<file path="src/rtl/soe_pkg.sv">
// Shared types and constants for the set operation engine.
// Used by soe_controller, soe_datapath and set_operation_engine; no dependencies.
`default_nettype none

package soe_pkg;

  // Element and register widths.
  localparam int unsigned ValW       = 32;
  localparam int unsigned ModeW      = 3;
  localparam int unsigned ReqW       = 2;
  localparam int unsigned MaxElemsDef = 32;

  // Request codes of an input beat.
  localparam logic [ReqW-1:0] REQ_CLEAR = 2'd0;
  localparam logic [ReqW-1:0] REQ_ADD_A = 2'd1;
  localparam logic [ReqW-1:0] REQ_ADD_B = 2'd2;
  localparam logic [ReqW-1:0] REQ_RUN   = 2'd3;

  // Operation modes held in the configuration register.
  localparam logic [ModeW-1:0] MODE_UNION     = 3'd0;
  localparam logic [ModeW-1:0] MODE_INTERSECT = 3'd1;
  localparam logic [ModeW-1:0] MODE_A_MINUS_B = 3'd2;
  localparam logic [ModeW-1:0] MODE_B_MINUS_A = 3'd3;
  localparam logic [ModeW-1:0] MODE_SYM_DIFF  = 3'd4;

  // Commands from the controller to the datapath.
  typedef struct packed {
    logic clear;      // empty both sets
    logic wr_a;       // append the input value to set A
    logic wr_b;       // append the input value to set B
    logic src_b;      // the set being walked is B (otherwise A)
    logic latch_cur;  // capture the source element just read
    logic push_cur;   // move pending element out, make current one pending
    logic finish;     // emit pending element as last, or the empty marker
  } soe_cmd_t;

  // Status from the datapath to the controller.
  typedef struct packed {
    logic cmp_eq;     // current element equals the other set's read data
    logic pend_valid; // an element waits to be emitted
    logic out_free;   // the output register can take a beat this cycle
  } soe_status_t;

endpackage

`default_nettype wire

</file>
<file path="src/rtl/soe_datapath.sv">
// Datapath of the set operation engine: both set memories, counts, compare,
// pending element and output register. Depends on soe_pkg.
`default_nettype none

module soe_datapath #(
  parameter int unsigned MaxElems = 32,
  parameter int unsigned IdxW     = 5,
  parameter int unsigned CntW     = 6
) (
  input  logic                         clk_i,
  input  logic                         rst_ni,
  input  soe_pkg::soe_cmd_t            cmd_i,
  output soe_pkg::soe_status_t         status_o,
  input  logic [IdxW-1:0]              rd_addr_a_i,
  input  logic [IdxW-1:0]              rd_addr_b_i,
  output logic [CntW-1:0]              count_a_o,
  output logic [CntW-1:0]              count_b_o,
  input  logic signed [soe_pkg::ValW-1:0] value_i,
  output logic                         out_valid_o,
  input  logic                         out_stall_i,
  output logic signed [soe_pkg::ValW-1:0] elem_value_o,
  output logic                         elem_valid_o,
  output logic                         last_elem_o
);
  import soe_pkg::*;

  logic [ValW-1:0] mem_a [MaxElems];
  logic [ValW-1:0] mem_b [MaxElems];
  logic [ValW-1:0] rd_a_q, rd_b_q;
  logic [ValW-1:0] cur_q, pend_q;
  logic            pend_valid_q, pend_valid_d;
  logic [CntW-1:0] count_a_q, count_a_d, count_b_q, count_b_d;
  logic            out_valid_q, out_valid_d;
  logic [ValW-1:0] out_value_q;
  logic            out_elem_q, out_last_q;
  logic            out_take, out_load;
  logic [ValW-1:0] other_rd;

  // Set memories: append at the fill count, one registered read each.
  always_ff @(posedge clk_i) begin
    if (cmd_i.wr_a) begin
      mem_a[count_a_q[IdxW-1:0]] <= value_i;
    end
    if (cmd_i.wr_b) begin
      mem_b[count_b_q[IdxW-1:0]] <= value_i;
    end
    rd_a_q <= mem_a[rd_addr_a_i];
    rd_b_q <= mem_b[rd_addr_b_i];
  end

  // Fill counts.
  always_comb begin
    count_a_d = count_a_q;
    count_b_d = count_b_q;
    if (cmd_i.clear) begin
      count_a_d = '0;
      count_b_d = '0;
    end else begin
      if (cmd_i.wr_a) count_a_d = count_a_q + 1'b1;
      if (cmd_i.wr_b) count_b_d = count_b_q + 1'b1;
    end
  end

  always_ff @(posedge clk_i or negedge rst_ni) begin
    if (!rst_ni) begin
      count_a_q <= '0;
      count_b_q <= '0;
    end else begin
      count_a_q <= count_a_d;
      count_b_q <= count_b_d;
    end
  end

  // Current source element and its compare against the other set.
  assign other_rd = cmd_i.src_b ? rd_a_q : rd_b_q;

  always_ff @(posedge clk_i) begin
    if (cmd_i.latch_cur) begin
      cur_q <= cmd_i.src_b ? rd_b_q : rd_a_q;
    end
    if (cmd_i.push_cur) begin
      pend_q <= cur_q;
    end
  end

  // The pending element is held back until the next one, or the end of the
  // run, shows whether it is the last.
  always_comb begin
    pend_valid_d = pend_valid_q;
    if (cmd_i.push_cur) begin
      pend_valid_d = 1'b1;
    end else if (cmd_i.finish) begin
      pend_valid_d = 1'b0;
    end
  end

  always_ff @(posedge clk_i or negedge rst_ni) begin
    if (!rst_ni) begin
      pend_valid_q <= 1'b0;
    end else begin
      pend_valid_q <= pend_valid_d;
    end
  end

  // Output register: loaded on a push with a pending element, or on finish.
  assign out_take    = out_valid_q && !out_stall_i;
  assign out_load    = (cmd_i.push_cur && pend_valid_q) || cmd_i.finish;
  assign out_valid_d = out_load ? 1'b1 : (out_take ? 1'b0 : out_valid_q);

  always_ff @(posedge clk_i or negedge rst_ni) begin
    if (!rst_ni) begin
      out_valid_q <= 1'b0;
    end else begin
      out_valid_q <= out_valid_d;
    end
  end

  always_ff @(posedge clk_i) begin
    if (out_load) begin
      out_value_q <= pend_valid_q ? pend_q : '0;
      out_elem_q  <= pend_valid_q;
      out_last_q  <= cmd_i.finish;
    end
  end

  assign status_o.cmp_eq     = (cur_q == other_rd);
  assign status_o.pend_valid = pend_valid_q;
  assign status_o.out_free   = !out_valid_q || !out_stall_i;

  assign count_a_o    = count_a_q;
  assign count_b_o    = count_b_q;
  assign out_valid_o  = out_valid_q;
  assign elem_value_o = out_value_q;
  assign elem_valid_o = out_elem_q;
  assign last_elem_o  = out_last_q;

endmodule

`default_nettype wire

</file>
<file path="src/rtl/soe_controller.sv">
// Controller of the set operation engine: mode register, input acceptance and
// the state machine that walks the sets. Depends on soe_pkg.
`default_nettype none

module soe_controller #(
  parameter int unsigned MaxElems = 32,
  parameter int unsigned IdxW     = 5,
  parameter int unsigned CntW     = 6
) (
  input  logic                          clk_i,
  input  logic                          rst_ni,
  input  logic                          cfg_we_i,
  input  logic [soe_pkg::ModeW-1:0]     cfg_wdata_i,
  input  logic                          in_valid_i,
  output logic                          in_stall_o,
  input  logic [soe_pkg::ReqW-1:0]      req_type_i,
  output soe_pkg::soe_cmd_t             cmd_o,
  input  soe_pkg::soe_status_t          status_i,
  input  logic [CntW-1:0]               count_a_i,
  input  logic [CntW-1:0]               count_b_i,
  output logic [IdxW-1:0]               rd_addr_a_o,
  output logic [IdxW-1:0]               rd_addr_b_o
);
  import soe_pkg::*;

  localparam logic [2:0] ST_IDLE   = 3'd0;
  localparam logic [2:0] ST_FETCH  = 3'd1;
  localparam logic [2:0] ST_LOAD   = 3'd2;
  localparam logic [2:0] ST_CMP    = 3'd3;
  localparam logic [2:0] ST_DECIDE = 3'd4;
  localparam logic [2:0] ST_FINISH = 3'd5;

  localparam logic [CntW-1:0] Full = CntW'(MaxElems);

  logic [2:0]       state_q, state_d;
  logic [ModeW-1:0] op_mode_q;
  logic             pass_q, pass_d;
  logic [CntW-1:0]  i_q, i_d, j_q, j_d, j_next;
  logic             found_q, found_d;
  logic             accept;
  logic             p_src_b, p_keep, p_all, p_more, p_none;
  logic [CntW-1:0]  n_src, n_oth;
  logic [IdxW-1:0]  src_addr, oth_addr;

  // Mode register.
  always_ff @(posedge clk_i or negedge rst_ni) begin
    if (!rst_ni) begin
      op_mode_q <= MODE_UNION;
    end else if (cfg_we_i) begin
      op_mode_q <= cfg_wdata_i;
    end
  end

  // Pass table: which set is walked, against which, and what is kept.
  always_comb begin
    p_src_b = 1'b0;
    p_keep  = 1'b0;
    p_all   = 1'b0;
    p_more  = 1'b0;
    p_none  = 1'b0;
    case (op_mode_q)
      MODE_UNION: begin
        p_all   = !pass_q;
        p_src_b = pass_q;
        p_more  = !pass_q;
      end
      MODE_INTERSECT: begin
        p_src_b = 1'b1;
        p_keep  = 1'b1;
      end
      MODE_A_MINUS_B: begin
        p_src_b = 1'b0;
      end
      MODE_B_MINUS_A: begin
        p_src_b = 1'b1;
      end
      MODE_SYM_DIFF: begin
        p_src_b = pass_q;
        p_more  = !pass_q;
      end
      default: begin
        p_none = 1'b1;
      end
    endcase
  end

  assign n_src  = p_src_b ? count_b_i : count_a_i;
  assign n_oth  = p_src_b ? count_a_i : count_b_i;
  assign j_next = j_q + 1'b1;

  // The source set is read at i, the other set at the next compare index.
  assign src_addr    = i_q[IdxW-1:0];
  assign oth_addr    = (state_q == ST_CMP) ? j_next[IdxW-1:0] : '0;
  assign rd_addr_a_o = p_src_b ? oth_addr : src_addr;
  assign rd_addr_b_o = p_src_b ? src_addr : oth_addr;

  assign in_stall_o = (state_q != ST_IDLE);
  assign accept     = in_valid_i && !in_stall_o;

  // Sequencer: one source element per fetch, one compare per cycle.
  always_comb begin
    state_d = state_q;
    pass_d  = pass_q;
    i_d     = i_q;
    j_d     = j_q;
    found_d = found_q;
    cmd_o   = '0;
    cmd_o.src_b = p_src_b;
    unique case (state_q)
      ST_IDLE: begin
        if (accept) begin
          case (req_type_i)
            REQ_CLEAR: cmd_o.clear = 1'b1;
            REQ_ADD_A: cmd_o.wr_a = (count_a_i != Full);
            REQ_ADD_B: cmd_o.wr_b = (count_b_i != Full);
            default: begin
              pass_d  = 1'b0;
              i_d     = '0;
              state_d = p_none ? ST_FINISH : ST_FETCH;
            end
          endcase
        end
      end
      ST_FETCH: begin
        if (i_q == n_src) begin
          if (p_more) begin
            pass_d = 1'b1;
            i_d    = '0;
          end else begin
            state_d = ST_FINISH;
          end
        end else begin
          state_d = ST_LOAD;
        end
      end
      ST_LOAD: begin
        cmd_o.latch_cur = 1'b1;
        j_d = '0;
        if (p_all || n_oth == '0) begin
          found_d = 1'b0;
          state_d = ST_DECIDE;
        end else begin
          state_d = ST_CMP;
        end
      end
      ST_CMP: begin
        if (status_i.cmp_eq) begin
          found_d = 1'b1;
          state_d = ST_DECIDE;
        end else if (j_next == n_oth) begin
          found_d = 1'b0;
          state_d = ST_DECIDE;
        end else begin
          j_d = j_next;
        end
      end
      ST_DECIDE: begin
        if (p_all || (found_q == p_keep)) begin
          if (!status_i.pend_valid || status_i.out_free) begin
            cmd_o.push_cur = 1'b1;
            i_d     = i_q + 1'b1;
            state_d = ST_FETCH;
          end
        end else begin
          i_d     = i_q + 1'b1;
          state_d = ST_FETCH;
        end
      end
      ST_FINISH: begin
        if (status_i.out_free) begin
          cmd_o.finish = 1'b1;
          state_d = ST_IDLE;
        end
      end
      default: begin
        state_d = ST_IDLE;
      end
    endcase
  end

  always_ff @(posedge clk_i or negedge rst_ni) begin
    if (!rst_ni) begin
      state_q <= ST_IDLE;
      pass_q  <= 1'b0;
      i_q     <= '0;
      j_q     <= '0;
      found_q <= 1'b0;
    end else begin
      state_q <= state_d;
      pass_q  <= pass_d;
      i_q     <= i_d;
      j_q     <= j_d;
      found_q <= found_d;
    end
  end

endmodule

`default_nettype wire

</file>
<file path="src/rtl/set_operation_engine.sv">
// Set operation engine: holds two sets A and B of up to MaxElems signed 32-bit
// values and streams union, intersection, A minus B, B minus A or symmetric
// difference on a run beat. A load into a full set is dropped. A run stalls
// the input until its last result beat is in the output register. Each
// element of the walked set passes through the fetch, load and decide states,
// with one compare state per compare against the other set between load and
// decide. The walk stops at the first match, and there are no compares in the
// first pass of a union or when the other set is empty. Each pass ends with
// one more fetch, so union and symmetric difference spend two such fetches. A
// finish state then closes the run. An undefined mode goes straight from the
// accepted run beat to the finish state. A decide that must emit an element
// while another is pending, and the finish state, wait while the output
// register holds a stalled beat. The worst case is about count_a * count_b
// compares, set by the single read port of each set memory. An empty result
// gives one beat with elem_valid_o low and last_elem_o high. Depends on
// soe_pkg, soe_controller and soe_datapath.
`default_nettype none

module set_operation_engine #(
  parameter int unsigned MaxElems = soe_pkg::MaxElemsDef
) (
  input  logic                            clk_i,
  input  logic                            rst_ni,
  input  logic                            cfg_we_i,
  input  logic [soe_pkg::ModeW-1:0]       cfg_wdata_i,
  input  logic                            in_valid_i,
  output logic                            in_stall_o,
  input  logic [soe_pkg::ReqW-1:0]        req_type_i,
  input  logic signed [soe_pkg::ValW-1:0] value_i,
  output logic                            out_valid_o,
  input  logic                            out_stall_i,
  output logic signed [soe_pkg::ValW-1:0] elem_value_o,
  output logic                            elem_valid_o,
  output logic                            last_elem_o
);
  import soe_pkg::*;

  localparam int unsigned IdxW = (MaxElems > 1) ? $clog2(MaxElems) : 1;
  localparam int unsigned CntW = $clog2(MaxElems + 1);

  soe_cmd_t        cmd;
  soe_status_t     status;
  logic [IdxW-1:0] rd_addr_a, rd_addr_b;
  logic [CntW-1:0] count_a, count_b;

  soe_controller #(
    .MaxElems(MaxElems),
    .IdxW    (IdxW),
    .CntW    (CntW)
  ) u_ctrl (
    .clk_i       (clk_i),
    .rst_ni      (rst_ni),
    .cfg_we_i    (cfg_we_i),
    .cfg_wdata_i (cfg_wdata_i),
    .in_valid_i  (in_valid_i),
    .in_stall_o  (in_stall_o),
    .req_type_i  (req_type_i),
    .cmd_o       (cmd),
    .status_i    (status),
    .count_a_i   (count_a),
    .count_b_i   (count_b),
    .rd_addr_a_o (rd_addr_a),
    .rd_addr_b_o (rd_addr_b)
  );

  soe_datapath #(
    .MaxElems(MaxElems),
    .IdxW    (IdxW),
    .CntW    (CntW)
  ) u_dp (
    .clk_i        (clk_i),
    .rst_ni       (rst_ni),
    .cmd_i        (cmd),
    .status_o     (status),
    .rd_addr_a_i  (rd_addr_a),
    .rd_addr_b_i  (rd_addr_b),
    .count_a_o    (count_a),
    .count_b_o    (count_b),
    .value_i      (value_i),
    .out_valid_o  (out_valid_o),
    .out_stall_i  (out_stall_i),
    .elem_value_o (elem_value_o),
    .elem_valid_o (elem_valid_o),
    .last_elem_o  (last_elem_o)
  );

endmodule

`default_nettype wire

</file>
<file path="config.mk">
export PLATFORM = sky130hd
export DESIGN_NAME = set_operation_engine
export DESIGN_NICKNAME = d
export VERILOG_FILES = /design/src/rtl/soe_pkg.sv /design/src/rtl/soe_datapath.sv /design/src/rtl/soe_controller.sv /design/src/rtl/set_operation_engine.sv
export SDC_FILE = /design/constraint.sdc
export NUM_CORES = 2
export LEC_CHECK = 0
export BUFFER_PORTS_ARGS = -buffer_cell sky130_fd_sc_hd__buf_2
export CAP_MARGIN = 20
export CORE_MARGIN = 5
export CORE_UTILIZATION = 65
export CTS_BUF_LIST = sky130_fd_sc_hd__clkbuf_4 sky130_fd_sc_hd__clkbuf_8 sky130_fd_sc_hd__clkbuf_16
export CTS_CLUSTER_DIAMETER = 100
export DETAILED_ROUTE_END_ITERATION = 16
export GPL_ROUTABILITY_DRIVEN = 1
export PLACE_DENSITY_LB_ADDON = 0.08
export SYNTH_ARGS = -nofsm -noshare
export SYNTH_HDL_FRONTEND = slang
export SYNTH_SLANG_ARGS = --single-unit
</file>
<file path="constraint.sdc">
create_clock -name clk_i -period 9.7 [get_ports clk_i]
set_input_delay 0.97 -clock clk_i [delete_from_list [all_inputs] [get_ports clk_i]]
set_output_delay 0.97 -clock clk_i [all_outputs]
set_load 0.02 [all_outputs]
</file>
== Word-level counts from Yosys, hierarchy flattened ==
Memories as Yosys holds them, arrays and structs flattened. A register that Yosys moved wholly into a read port is not among the register bits.
Index checks and enable logic that the tools add are counted.

* Add/sub/neg operators: 4
* Equality and inequality tests: 28
* Multiplexer cells: 65
* Reduce and logical (&&, ||, !) cells: 34

{| class="wikitable"
|+ Operator list
! operator !! count
|-
| $mux 6 || 14
|-
| $mux 32 || 2
|-
| $mux 3 || 13
|-
| $eq 32x32->1 || 1
|-
| $mux 1 || 27
|-
| $add 6x1->6 const B || 4
|-
| $pmux 3 s6 || 1
|-
| $pmux 6 s3 || 1
|-
| $mux 5 || 3
|-
| $eq 3x2->1 const B || 4
|-
| $eq 6x6->1 || 2
|-
| $ne 6x6->1 const B || 2
|-
| $pmux 6 s2 || 1
|-
| $reduce_and 6->1 || 2
|-
| $reduce_bool 2->1 || 6
|-
| $ne 2x1->1 const B || 5
|-
| $eq 3x3->1 const B || 3
|-
| $ne 3x3->1 const B || 3
|-
| $eq 3x1->1 const B || 2
|-
| $logic_not 3->1 || 2
|-
| $logic_not 6->1 || 1
|-
| $ne 2x2->1 const B || 3
|-
| $pmux 1 s2 || 3
|-
| $reduce_and 3->1 || 2
|-
| 12 further kinds || 24
|}

* Bits in registers: 132
* Memory bits (writable): 2048
* Input port bits: 42
* Output and inout port bits: 36
* Word-level logic and storage cells: 148
* Memories: 2

{| class="wikitable"
|+ Memories
! memory !! depth !! width !! read ports !! clocked after memory_dff !! wr ports !! line !! RTL
|-
| u_dp.mem_a || 32 || 32 || 1 || 1 || 1 || soe_datapath.sv:27 || <nowiki>logic [ValW-1:0] mem_a [MaxElems];</nowiki>
|-
| u_dp.mem_b || 32 || 32 || 1 || 1 || 1 || soe_datapath.sv:28 || <nowiki>logic [ValW-1:0] mem_b [MaxElems];</nowiki>
|}

== Depth between registers and ports, before layout ==
* Word-level depth: 9
* Depth in mapped cells: 15
* Depth with buffers taken out: 9

== Cells and area by module ==
Synthesis repeated with hierarchy kept, for this count alone.

* Cells, all modules: 3849
* Area total of the unflattened synthesis: 85846.1 um2

{| class="wikitable"
|+ Modules (own cells, without submodules)
! module !! times used !! cells each !! area each (um2) !! seq. area each (um2)
|-
| soe_datapath || 1 || 3622 || 84011.8 || 66073.4
|-
| soe_controller || 1 || 227 || 1834.3 || 500.5
|}

== Worst setup path before layout ==
No wires, ideal clock.

* Kind: reg2reg
* Start: register u_ctrl.state_q[1]
* End: register u_dp.pend_q[0], enable pin
* Library setup time: 470 ps
* Data arrival time: 3629 ps
* Data required time: 9230 ps
* Path slack: 5600 ps
* Stages on the path, launching flop included: 6
* Path buffers: 1
* Period minus slack after synthesis: 4100 ps
* Cells stage by stage: dfrtp_1 clkbuf_1 nor2_1 nand2_1 a221oi_1 a21boi_0

{| class="wikitable"
|+ RTL lines
! element !! line !! RTL
|-
| start: declaration || soe_controller.sv:35 || <nowiki>logic [2:0] state_q, state_d;</nowiki>
|-
| start signal: assignment || soe_controller.sv:189 || <nowiki>state_q <= state_d;</nowiki>
|-
| end signal: assignment || soe_datapath.sv:82 || <nowiki>pend_q <= cur_q;</nowiki>
|-
| end: declaration || soe_datapath.sv:30 || <nowiki>logic [ValW-1:0] cur_q, pend_q;</nowiki>
|}

== Final worst setup path ==
* Start: register u_ctrl.op_mode_q[0]
* End: register u_dp.rd_b_q[4], read port of u_dp.mem_b

* Longest elaborated chain between the ends: 4
* Elaborated cells between the ends (all ways): 8
* Classes of those cells: 3 x eq/ne; 2 x mux; 3 x reduce/logical

{| class="wikitable"
|+ Ends and longest elaborated chain
! element !! line !! RTL
|-
| start: declaration || soe_controller.sv:36 || <nowiki>logic [ModeW-1:0] op_mode_q;</nowiki>
|-
| start signal: assignment || soe_controller.sv:50 || <nowiki>op_mode_q <= cfg_wdata_i;</nowiki>
|-
| $eq 3x3->1, or another cell as far along || soe_controller.sv:61 || <nowiki>case (op_mode_q)</nowiki>
|-
| $reduce_or 2->1 (no source line) || n/a ||
|-
| $pmux 1 s2 (*) || soe_controller.sv:61 ||
|-
| $mux 5 (*) || soe_controller.sv:95 || <nowiki>assign rd_addr_b_o = p_src_b ? src_addr : oth_addr;</nowiki>
|-
| end: declaration || soe_datapath.sv:29 || <nowiki>logic [ValW-1:0] rd_a_q, rd_b_q;</nowiki>
|}

Every way passes the cells marked *; elsewhere a longest branch is shown, timed or not.
A chain may end at the register's enable or synchronous reset.

==> metrics.txt <==
Worst Slack Setup Final=4.19 ns; Port Buf Inserts=77; Via density=6.78; postcts setup bufs=0; CTS max path bufs=3; Reg clk slew, reported paths=0.07 ns; CTS tree=done; commonest non-fill, non-tap cell in the layout=edfxtp_1; Worst setup EP type=register; Pint=17.2 mW; yosys warns=0; initial antenna violation count=14; Synth Flop Type=edfxtp_1; mux contribution to synthesized area=0.00153; Pre-Repair DR Iteration Count=6; WL final=254 mm; hold_buf cts=0; first-pass GRT wire length=368 mm; layout cells sized above 1=0.101; Setup Skew=0.0419 ns; cts bufs inserted=211; Post-DRT Antenna Nets=0; Critical Path Max Stage Delay=0.96 ns; largest net degree at the start of global routing=187; Clock Power Share=0.338; post-cts resize count=0; Chip Width=381 um; H-tree depth=4; switching pwr=7.33 mW; GR Overflow Total=0; vias in the first global route=55.4k; dpl ws=4.34 ns; switching share of power=0.299; #FFs+latches synth=2244; Distinct cells, synth=66; type of origin of the critical path=register; Async S/R FF share, synth=0.0152; GPL Wtd Cong=0.890; Post-Synth Adder-Cell Area=0.00140; worst path cell trace=or3b_2, buf_4, nand3_4, buf_4, and2_4, buf_12, nand2_1, a311oi_1, a311oi_1, a211oi_1, a21o_1; largest fanout on the critical path=148; DRC Markers=0; CP max-delay cell=a211oi_1; worst min path class=primary input to asynchronous set/reset pin; placed cell areas=0.0920 mm2; hpwl dp=131 mm; Final setup viols=0; fill count=8685; gr usage total=0.345; sequential share of power=0.469; Root Driver=clkbuf_16; Post-Synthesis Cells=6675; Post-Synth XOR/XNOR Area=0.00193; status=finished, final reports clean; RSZ-0062 raised after global routing=false; syn_nets=6727; setup TNS=0 ns; Data required, critical path=10.47 ns; I/O Pins=78; Final period util=0.568; Post-Synth Simple-Gate Area=0.141; Iteration-0 DRC Markers=8473; initial core utilization=0.652; syn avg cell area=13.4 um2; routed vias=58.4k; area grow syn2layout=11.1%; PwrDens=247 mW/mm2; largest family of logic cells by synthesized area=simple AND/OR/NAND/NOR gates; core area=0.137 mm2; worst slew pin tran=1.11 ns; commonest non-fill, non-tap cells in the layout=edfxtp_1, nand2_1, nand3_1; max cap viols=0; clock period minus worst slack=5.51 ns; site row count=136; EDFF count, synth=2146; Synth Cell Area=0.0894 mm2; CTS sink cnt=2244; Seq/Total Area, Yosys=0.745; final-report max-slew violation count=0; max frequency=0.181 GHz; Final Core Density=0.725; Lkg Pwr=33.5 nW; Routed wire per std cell=29.6 um; post-route cell area=0.0993 mm2; critical path arrival=6.28 ns; slew margin rel.=0.255; peak supply drop=0.228 mV; Final Hold Vio Count=0; complex-gate fraction of the synthesized area=0.0866; die area=0.145 mm2; Die Ht=381 um; combinational power share=0.193; worst-skew pair later-pin latency=0.86 ns; Setup CP Type=register to register; nets@finish=6665
-- final timing paths --
path,startpoint,endpoint,slack (ns),depth (start not counted)
max in group asynchronous,rst_ni,u_dp.count_a_o[4],8.88,1
min,rst_ni,u_dp.out_valid_o,0.23,1
max reg2reg,u_ctrl.op_mode_q[0],u_dp.rd_b_q[4],4.19,11
max,u_ctrl.op_mode_q[0],u_dp.rd_b_q[4],4.19,11
min reg2reg,u_dp.cur_q[1],u_dp.pend_q[1],0.48,0
min in group clk_i,cfg_wdata_i[2],u_ctrl.op_mode_q[2],0.36,2
-- state kept, by name, summed over array words and instances, names as in the netlist --
register           count
u_dp.mem_a          1024
u_dp.mem_b          1024
u_dp.cur_q            32
u_dp.elem_value_o     32
u_dp.pend_q           32
u_dp.rd_a_q           32
u_dp.rd_b_q           32
u_ctrl.i_q             6
u_ctrl.j_q             6
u_dp.count_a_o         6
u_dp.count_b_o         6
u_ctrl.op_mode_q       3
u_ctrl.state_q         3
u_ctrl.found_q         1
u_ctrl.pass_q          1
u_dp.elem_valid_o      1
u_dp.last_elem_o       1
u_dp.out_valid_o       1
u_dp.pend_valid_q      1
-- kinds of logic after synthesis --
| kind of cell | Yosys count |
|---|---|
| compound gates | 988 |
| xor+xnor | 18 |
| fa+ha+maj | 10 |
| buf+inv | 516 |
| flops | 2244 |
| mux | 13 |
| simple gates | 2886 |
-- power by group through the flow --
stage               registers [mW]  logic (mW)  clock network (mW)
floorplan                     11.4        3.15                   0
global placement              11.7        4.54                   0
detailed placement            11.7        4.64                   0
CTS                           11.5        4.67                8.33
global route                  11.5        5.10                8.77
finish                        11.5        4.74                8.29
-- per-stage QoR --
stage	std cells	hold slack [ns]	power, mW
after detailed placement	8183	0.466	16.3
final	8607	0.233	24.5
after CTS	8583	0.205	24.5
after global routing	8594	0.276	25.4
after floorplan	6675	0.423	14.5
after global placement	8181	0.457	16.2
-- metal layers --
metal / share of wire / GRT usage / vias up
met5: 0.000098 / 0 / -
met4: 0.052 / 0.162 / 4
met3: 0.13 / 0.0825 / 616
met2: 0.45 / 0.524 / 3751
met1: 0.37 / 0.482 / 28900
li1: - / - / 25100
-- cells in the mapped netlist (4+ instances only) --
cell	n	area share
a211oi_1	193	0.016
a21boi_0	13	0.0011
a21o_1	45	0.0038
a21oi_1	69	0.0039
a221o_1	4	0.00045
a311o_1	32	0.0036
a311oi_1	417	0.041
a31oi_1	67	0.0047
and2_1	36	0.0025
and3_1	317	0.022
buf_1	36	0.0015
buf_2	59	0.0033
buf_6	4	0.00050
clkbuf_1	405	0.017
dfrtp_1	34	0.0095
dfxtp_1	64	0.014
edfxtp_1	2146	0.72
ha_1	10	0.0014
inv_1	12	0.00050
mux2_2	5	0.00063
mux2i_1	8	0.00090
nand2_1	1867	0.078
nand2b_1	5	0.00035
nand3_1	491	0.027
nand3b_1	6	0.00050
nand4b_1	4	0.00039
nor2_1	92	0.0039
nor3_1	27	0.0015
nor4_1	4	0.00028
o211ai_1	5	0.00042
o21a_1	12	0.0010
o21ai_0	34	0.0019
o22ai_1	8	0.00056
o2bb2ai_1	5	0.00049
o311ai_0	32	0.0031
o31ai_1	33	0.0028
or3_1	10	0.00070
or3b_2	5	0.00049
xnor2_1	10	0.00098
xor2_1	7	0.00069
-- layout make-up --
cell class | count | area (um2) | area share
antenna | 13 | 32.5 | 0.000328
clock buffer | 292 | 6090 | 0.0613
clock inverter | 108 | 947 | 0.00954
inverter | 12 | 45.0 | 0.000454
multi-input combinational | 3915 | 21400 | 0.216
sequential | 2244 | 66600 | 0.671
tap | 1794 | 2240 | 0.0226
timing repair buffer | 229 | 1910 | 0.0192
-- critical path: cells and delay by family (launching register included) --
| family | cells | cell delay [ns] |
|---|---|---|
| compound gates | 4 | 1.55 |
| buf+inv | 3 | 1.39 |
| simple gates | 4 | 1.83 |
| flops | 1 | 0.50 |
No activity file was read; power rests on OpenSTA's default activity.
